<file path="src/hdl/irc_pkg.sv">
// ----------------------------------------------------------------------------
// irc_pkg
// Shared types and constants of the interval room counter.
// ----------------------------------------------------------------------------
package irc_pkg;

  localparam int unsigned TIME_W  = 31;
  localparam int unsigned COUNT_W = 9;

  typedef enum logic [3:0] {
    S_IDLE,
    S_ROOT_RD,
    S_ROOT_CHK,
    S_LAST,
    S_SD_L,
    S_SD_R,
    S_SD_RCMP,
    S_SD_MOVE,
    S_PUSH,
    S_SU,
    S_SU_CMP,
    S_DONE
  } seq_state_e;

  typedef struct packed {
    logic [COUNT_W-1:0] rooms_in_use;
    logic [COUNT_W-1:0] max_rooms;
    logic               order_error;
    logic               heap_overflow;
    logic               set_done;
  } result_t;

endpackage

</file>
<file path="src/hdl/irc_seq.sv">
// ----------------------------------------------------------------------------
// irc_seq
// Heap sequencer: pops expired end times, pushes the new one unless the heap
// is full, and tracks the occupancy and peak of the current set.
// ----------------------------------------------------------------------------
module irc_seq #(
  parameter int unsigned HEAP_DEPTH = 256,
  parameter int unsigned AW         = 8,
  parameter int unsigned CW         = 9
) (
  input  logic                       clk_i,
  input  logic                       rst_ni,
  input  logic                       in_valid_i,
  output logic                       in_ready_o,
  input  logic [irc_pkg::TIME_W-1:0] start_time_i,
  input  logic [irc_pkg::TIME_W-1:0] end_time_i,
  input  logic                       last_interval_i,
  output logic                       res_valid_o,
  input  logic                       res_ready_i,
  output irc_pkg::result_t           res_o,
  output logic                       rd_en_o,
  output logic [AW-1:0]              rd_addr_o,
  input  logic [irc_pkg::TIME_W-1:0] rd_data_i,
  output logic                       wr_en_o,
  output logic [AW-1:0]              wr_addr_o,
  output logic [irc_pkg::TIME_W-1:0] wr_data_o
);

  localparam int unsigned LW = AW + 1;

  irc_pkg::seq_state_e state_q, state_d;

  logic [irc_pkg::TIME_W-1:0] start_q, start_d;
  logic [irc_pkg::TIME_W-1:0] end_q, end_d;
  logic [irc_pkg::TIME_W-1:0] prev_q, prev_d;
  logic [irc_pkg::TIME_W-1:0] cur_q, cur_d;
  logic [irc_pkg::TIME_W-1:0] child_q, child_d;
  logic [AW-1:0]              child_idx_q, child_idx_d;
  logic [AW-1:0]              pos_q, pos_d;
  logic [CW-1:0]              count_q, count_d;
  logic [CW-1:0]              peak_q, peak_d;
  logic                       last_q, last_d;
  logic                       misorder_q, misorder_d;
  logic                       ovf_q, ovf_d;

  logic          accept;
  logic [LW-1:0] l_idx;
  logic [LW-1:0] r_idx;
  logic [LW-1:0] count_ext;
  logic          full;
  logic [CW-1:0] peak_new;
  logic [AW-1:0] parent_idx;
  logic [CW-1:0] count_dec;

  assign accept     = in_valid_i && in_ready_o;
  assign l_idx      = {pos_q, 1'b1};
  assign r_idx      = l_idx + LW'(1);
  assign count_ext  = LW'(count_q);
  assign full       = (count_q == CW'(HEAP_DEPTH));
  assign peak_new   = (count_q > peak_q) ? count_q : peak_q;
  assign parent_idx = AW'((pos_q - AW'(1)) >> 1);
  assign count_dec  = count_q - CW'(1);

  // next state
  always_comb begin
    state_d = state_q;
    unique case (state_q)
      irc_pkg::S_IDLE:     if (accept) state_d = irc_pkg::S_ROOT_RD;
      irc_pkg::S_ROOT_RD:  state_d = (count_q == '0) ? irc_pkg::S_PUSH : irc_pkg::S_ROOT_CHK;
      irc_pkg::S_ROOT_CHK: begin
        if (rd_data_i > start_q) begin
          state_d = irc_pkg::S_PUSH;
        end else if (count_q == CW'(1)) begin
          state_d = irc_pkg::S_ROOT_RD;
        end else begin
          state_d = irc_pkg::S_LAST;
        end
      end
      irc_pkg::S_LAST:     state_d = irc_pkg::S_SD_L;
      irc_pkg::S_SD_L:     state_d = (l_idx < count_ext) ? irc_pkg::S_SD_R : irc_pkg::S_ROOT_RD;
      irc_pkg::S_SD_R:     state_d = (r_idx < count_ext) ? irc_pkg::S_SD_RCMP
                                                         : irc_pkg::S_SD_MOVE;
      irc_pkg::S_SD_RCMP:  state_d = irc_pkg::S_SD_MOVE;
      irc_pkg::S_SD_MOVE:  state_d = (cur_q <= child_q) ? irc_pkg::S_ROOT_RD : irc_pkg::S_SD_L;
      irc_pkg::S_PUSH:     state_d = full ? irc_pkg::S_DONE : irc_pkg::S_SU;
      irc_pkg::S_SU:       state_d = (pos_q == '0) ? irc_pkg::S_DONE : irc_pkg::S_SU_CMP;
      irc_pkg::S_SU_CMP:   state_d = (rd_data_i <= cur_q) ? irc_pkg::S_DONE : irc_pkg::S_SU;
      irc_pkg::S_DONE:     if (res_ready_i) state_d = irc_pkg::S_IDLE;
      default:             state_d = irc_pkg::S_IDLE;
    endcase
  end

  // outputs and datapath
  always_comb begin
    start_d     = start_q;
    end_d       = end_q;
    prev_d      = prev_q;
    cur_d       = cur_q;
    child_d     = child_q;
    child_idx_d = child_idx_q;
    pos_d       = pos_q;
    count_d     = count_q;
    peak_d      = peak_q;
    last_d      = last_q;
    misorder_d  = misorder_q;
    ovf_d       = ovf_q;
    rd_en_o     = 1'b0;
    rd_addr_o   = '0;
    wr_en_o     = 1'b0;
    wr_addr_o   = pos_q;
    wr_data_o   = cur_q;
    in_ready_o  = 1'b0;
    res_valid_o = 1'b0;
    unique case (state_q)
      irc_pkg::S_IDLE: begin
        in_ready_o = 1'b1;
        if (accept) begin
          start_d    = start_time_i;
          end_d      = end_time_i;
          last_d     = last_interval_i;
          misorder_d = (start_time_i < prev_q);
          prev_d     = start_time_i;
          ovf_d      = 1'b0;
        end
      end
      irc_pkg::S_ROOT_RD: begin
        rd_en_o = (count_q != '0);
      end
      irc_pkg::S_ROOT_CHK: begin
        if (rd_data_i <= start_q) begin
          count_d   = count_dec;
          rd_en_o   = (count_q != CW'(1));
          rd_addr_o = AW'(count_dec);
        end
      end
      irc_pkg::S_LAST: begin
        cur_d = rd_data_i;
        pos_d = '0;
      end
      irc_pkg::S_SD_L: begin
        if (l_idx < count_ext) begin
          rd_en_o   = 1'b1;
          rd_addr_o = AW'(l_idx);
        end else begin
          wr_en_o = 1'b1;
        end
      end
      irc_pkg::S_SD_R: begin
        child_d     = rd_data_i;
        child_idx_d = AW'(l_idx);
        if (r_idx < count_ext) begin
          rd_en_o   = 1'b1;
          rd_addr_o = AW'(r_idx);
        end
      end
      irc_pkg::S_SD_RCMP: begin
        if (rd_data_i < child_q) begin
          child_d     = rd_data_i;
          child_idx_d = AW'(r_idx);
        end
      end
      irc_pkg::S_SD_MOVE: begin
        wr_en_o = 1'b1;
        if (cur_q > child_q) begin
          wr_data_o = child_q;
          pos_d     = child_idx_q;
        end
      end
      irc_pkg::S_PUSH: begin
        if (full) begin
          ovf_d = 1'b1;
        end else begin
          pos_d   = AW'(count_q);
          count_d = count_q + CW'(1);
          cur_d   = end_q;
        end
      end
      irc_pkg::S_SU: begin
        if (pos_q == '0) begin
          wr_en_o = 1'b1;
        end else begin
          rd_en_o   = 1'b1;
          rd_addr_o = parent_idx;
        end
      end
      irc_pkg::S_SU_CMP: begin
        wr_en_o = 1'b1;
        if (rd_data_i > cur_q) begin
          wr_data_o = rd_data_i;
          pos_d     = parent_idx;
        end
      end
      irc_pkg::S_DONE: begin
        res_valid_o = 1'b1;
        if (res_ready_i) begin
          peak_d = peak_new;
          if (last_q) begin
            count_d = '0;
            peak_d  = '0;
            prev_d  = '0;
          end
        end
      end
      default: begin
      end
    endcase
  end

  assign res_o.rooms_in_use  = irc_pkg::COUNT_W'(count_q);
  assign res_o.max_rooms     = irc_pkg::COUNT_W'(peak_new);
  assign res_o.order_error   = misorder_q;
  assign res_o.heap_overflow = ovf_q;
  assign res_o.set_done      = last_q;

  always_ff @(posedge clk_i or negedge rst_ni) begin
    if (!rst_ni) begin
      state_q <= irc_pkg::S_IDLE;
      count_q <= '0;
      peak_q  <= '0;
      prev_q  <= '0;
    end else begin
      state_q <= state_d;
      count_q <= count_d;
      peak_q  <= peak_d;
      prev_q  <= prev_d;
    end
  end

  always_ff @(posedge clk_i) begin
    start_q     <= start_d;
    end_q       <= end_d;
    cur_q       <= cur_d;
    child_q     <= child_d;
    child_idx_q <= child_idx_d;
    pos_q       <= pos_d;
    last_q      <= last_d;
    misorder_q  <= misorder_d;
    ovf_q       <= ovf_d;
  end

endmodule

</file>
<file path="config.mk">
export PLATFORM = sky130hd
export DESIGN_NAME = irc_seq
export DESIGN_NICKNAME = d
export VERILOG_FILES = /design/src/hdl/irc_pkg.sv /design/src/hdl/irc_seq.sv
export SDC_FILE = /design/constraint.sdc
export NUM_CORES = 1
export LEC_CHECK = 0
export BUFFER_PORTS_ARGS = -buffer_cell sky130_fd_sc_hd__buf_2
export CAP_MARGIN = 20
export CORE_ASPECT_RATIO = 0.9
export CORE_UTILIZATION = 54
export DETAILED_ROUTE_END_ITERATION = 8
export PLACE_DENSITY_LB_ADDON = 0.12
export SETUP_SLACK_MARGIN = 0.2
export SLEW_MARGIN = 40
export SYNTH_ARGS = -nofsm -noshare
export SYNTH_HDL_FRONTEND = slang
export SYNTH_SLANG_ARGS = --single-unit
export TNS_END_PERCENT = 10
</file>
<file path="constraint.sdc">
create_clock -name clk_i -period 4.7 [get_ports clk_i]
set_input_delay 1.41 -clock clk_i [delete_from_list [all_inputs] [get_ports clk_i]]
set_output_delay 1.41 -clock clk_i [all_outputs]
set_load 0.005 [all_outputs]
</file>
==> results.yml <==
run_status:
  outcome: "finished, violations left"
  violations: "setup timing"
floorplanning:
  floorplan_die_area_um2: 25700
  start_util_pct: 55.4
  fp.coreArea_um2: 24500
  die_width_um: 169
  fp-row-count: 54
  ios: 170
  die_height_um: 152
global_routing:
  initial_antenna_violation_count: 2
  globalRouteTotalUtil_pct: 33.1
  number_of_global_route_vias_before_repair: 12000
  grt_start_max_net_pins: 63
  grt_pass1_wl_um: 65700
  grt-ovfl-total: 0
critical_path:
  critical_path_buf_inv_count: 3
  crit_chain: "buf_8 > buf_6 > ha_4 > nand4_1 > a21oi_2 > o31ai_2 > a211o_1 > and3_4 > a21o_1 > or4_4 > buf_6"
  cpPeakStageDelay_ns: 0.50
  rr_endpoint: "wr_addr_o[7]"
  crit-reg2reg-launch: "cur_q[12]"
  cp-end-kind: "output port"
  crit_family: "simple AND/OR/NAND/NOR gates"
  reg2reg_depth: 11
  critPathLaunchType: "primary input"
  critical_path.slowest_cell: "sky130_fd_sc_hd__or4_4"
  reg2reg_setup_slack_ns: 1.39
  timing.critical_path.arrival_ns: 3.75
  path_max_fanout: 2
  startpoint_to_endpoint_class_of_the_critical_path: "primary input to output port"
  worst_ep_required_time_ns: 3.29
  cp_common_cell: "sky130_fd_sc_hd__buf_6"
sta:
  timing.max_slew.rel_slack_pct: 42.8
  final_period_minus_worst_setup_slack_ns: 5.16
  setup_viol_count_final: 40
  achievable-frequency_mhz: 194
  finalClockSkew_ns: 0.0263
  final_max_slew_viol_count: 0
  worst-slew-pin-transition_ns: 0.855
  post-route-period-util_pct: 110
  postLayoutSetupSlackWorst_ns: -0.457
  report.final.hold_viol_count: 0
  grt_setup_unrepaired: "true"
synthesis:
  synth.top_cells.by_count: "sky130_fd_sc_hd__nand2_1 (246), sky130_fd_sc_hd__ha_1 (184), sky130_fd_sc_hd__inv_1 (157)"
  main_flop_type_after_synthesis: "sky130_fd_sc_hd__edfxtp_1"
  synth_fp_nets: 1728
  yosysWarnings: 0
  post-synth-top-area-fraction_pct: 31.7
  synthDominantAreaCellType: "sky130_fd_sc_hd__edfxtp_1"
  avgSynthCellArea_um2: 9.37
  synth_area_um2: 13600
  count_of_flip_flops_with_a_built_in_enable_after_synthesis: 143
  synth.area.top_cells: "sky130_fd_sc_hd__edfxtp_1 (32%), sky130_fd_sc_hd__ha_1 (17%), sky130_fd_sc_hd__dfrtp_1 (9.8%)"
  proportion_of_synthesized_flip_flops_having_asynchronous_set_or_reset_pct: 27.0
  postSynthCellCount: 1446
  unique_cell_type_count_in_the_yosys_netlist: 74
  ys_seq_elements: 196
  synth.most_common_cell: "sky130_fd_sc_hd__nand2_1"
  yosysSeqAreaShare_pct: 41.5
routing:
  drt.antenna.violating_nets: 0
  route.detailed.drc: 0
  routed_wire_length_per_instance_um: 20.9
  detail_route.vias_per_cell: 6.04
  first_pass_iters: 5
  detail_route.iter0.violations: 1212
  vias: 12300
  totalWireLength_um: 42500
clock_tree:
  clock_latency_ns: 0.48
  ctsRootBufferMaster: "sky130_fd_sc_hd__clkbuf_16"
  clock_path_buffers: 2
  cts-htree-levels: 4
  cts_tree: "built"
  clkSlewWorstSetupHoldPaths_ns: 0.07
  cts_inserted_buffers: 17
  cts.sink_count: 196
layout:
  post_route_cells_drive_above_1_share_pct: 26.5
  final_non_filler_cell_area_um2: 17300
  area_growth_syn_to_layout_pct: 27.4
  layout.nets: 1965
placement:
  finalWeightedCongestion: 0.952
  place_area_um2: 15400
  detailedPlacementHpwl_um: 29900
  place.port_buffers: 169
  preCtsSetupSlack_ns: -0.731
power:
  irDropWorstVdd_mv: 0.264
  power_density_nw_per_um2: 494
  static-leakage-power_nw: 7.66
hold_path:
  end_point_of_the_most_critical_hold_path: "prev_q[17]"
  min_path_type: "register to register"
  cells_on_worst_hold_path: 2
  min-delay-start: "prev_q[17]"
run:
  cap_viol_max_count: 0
-- worst min-delay path, cell delays in order (launching register included) --
cell,delay (ns)
sky130_fd_sc_hd__dfrtp_1,0.34
sky130_fd_sc_hd__nand2_1,0.05
sky130_fd_sc_hd__nand2_1,0.05
-- report_power, final --
part | leakage, nW | switching, mW | internal (mW)
sequential | 1.94 | 0.313 | 2.45
clock | 0.289 | 0.728 | 0.781
combinational | 5.43 | 2.52 | 1.75
total | 7.66 | 3.56 | 4.98
-- logic make-up after synthesis --
| family | count (synthesis) | synth area share (%) |
|---|---|---|
| xor gates and xnor gates | 24 | 1.55 |
| and+or+nand+nor | 477 | 16.3 |
| adders and majority gates | 184 | 17.0 |
| AOI/OAI and AO/OA | 335 | 17.0 |
| muxes | 2 | 0.148 |
| buffers and inverters | 228 | 6.60 |
| DFF | 196 | 41.5 |
-- routing by layer --
| metal | part of all wire (%) | wire, um | global-route usage [%] |
|---|---|---|---|
| met5 | 0 | 0 | 0 |
| met4 | 2.5 | 1080 | 10.7 |
| met3 | 8.9 | 3760 | 7.56 |
| met2 | 43 | 18500 | 49.1 |
| met1 | 45 | 19200 | 47.9 |
-- timing repair --
item	in CTS	in global routing
hold buffers	0	0
gates resized for setup	121	98
pin swaps	18	24
buffers inserted	7	1
endpoints found under the setup margin	40	48
gates cloned	1	0
-- flip-flops by register name, indices dropped and copies added, names as in the netlist --
signal and cells:
prev_q 31, state_q 4, start_q 31, cur_q 31
last_q 1, child_q 31, count_ext 9, end_q 31
ovf_q 1, child_idx_q 8, peak_q 9, misorder_q 1
wr_addr_o 8
-- cell usage in the layout (no fill, tap or decap), drive strengths merged, types with 31 or more instances in the layout --
master,count
o2111ai,31
a21o,34
a21oi,72
o311ai,33
buf,283
nand4,37
ha,184
nand2,248
edfxtp,143
nand3,71
nor2,51
dfrtp,53
o21ai,64
inv,166
-- worst max path at each step --
stage	to	from	slack [ns]	cells after the start
finish	rd_en_o	rd_data_i[6]	-0.46	11
global route	rd_en_o	rd_data_i[6]	-0.48	11
CTS	rd_en_o	rd_data_i[6]	-0.38	11
detailed placement	wr_data_o[18]	rd_data_i[16]	-0.73	11
floorplan	rd_en_o	rd_data_i[18]	-0.11	8
global placement	wr_data_o[18]	rd_data_i[6]	-0.76	11
-- through the flow --
stage,util (%),hold slack (ns),cells,power [mW],setup TNS (ns)
after floorplan,-,0.439,1446,5.13,-0.106
after detailed placement,63.1,0.456,1991,6.55,-17.40
after CTS,68.5,0.473,2031,8.30,-8.90
final,70.6,0.470,2034,8.54,-9.98
after global placement,63.1,0.449,1991,6.46,-17.69
after global routing,70.6,0.491,2034,9.09,-13.45
-- layout make-up --
type                    instances  area [um2]
clock buffers                  19         454
repair buffers                286        1910
flip-flops and latches        196        5620
fillers                      1849        7190
multi-input cells            1022        8120
well taps                     336         420
inverters                     160         603
diodes                          2        5.00
clock inverters                13         138
Note: power is estimated with default switching activity, not from simulation.
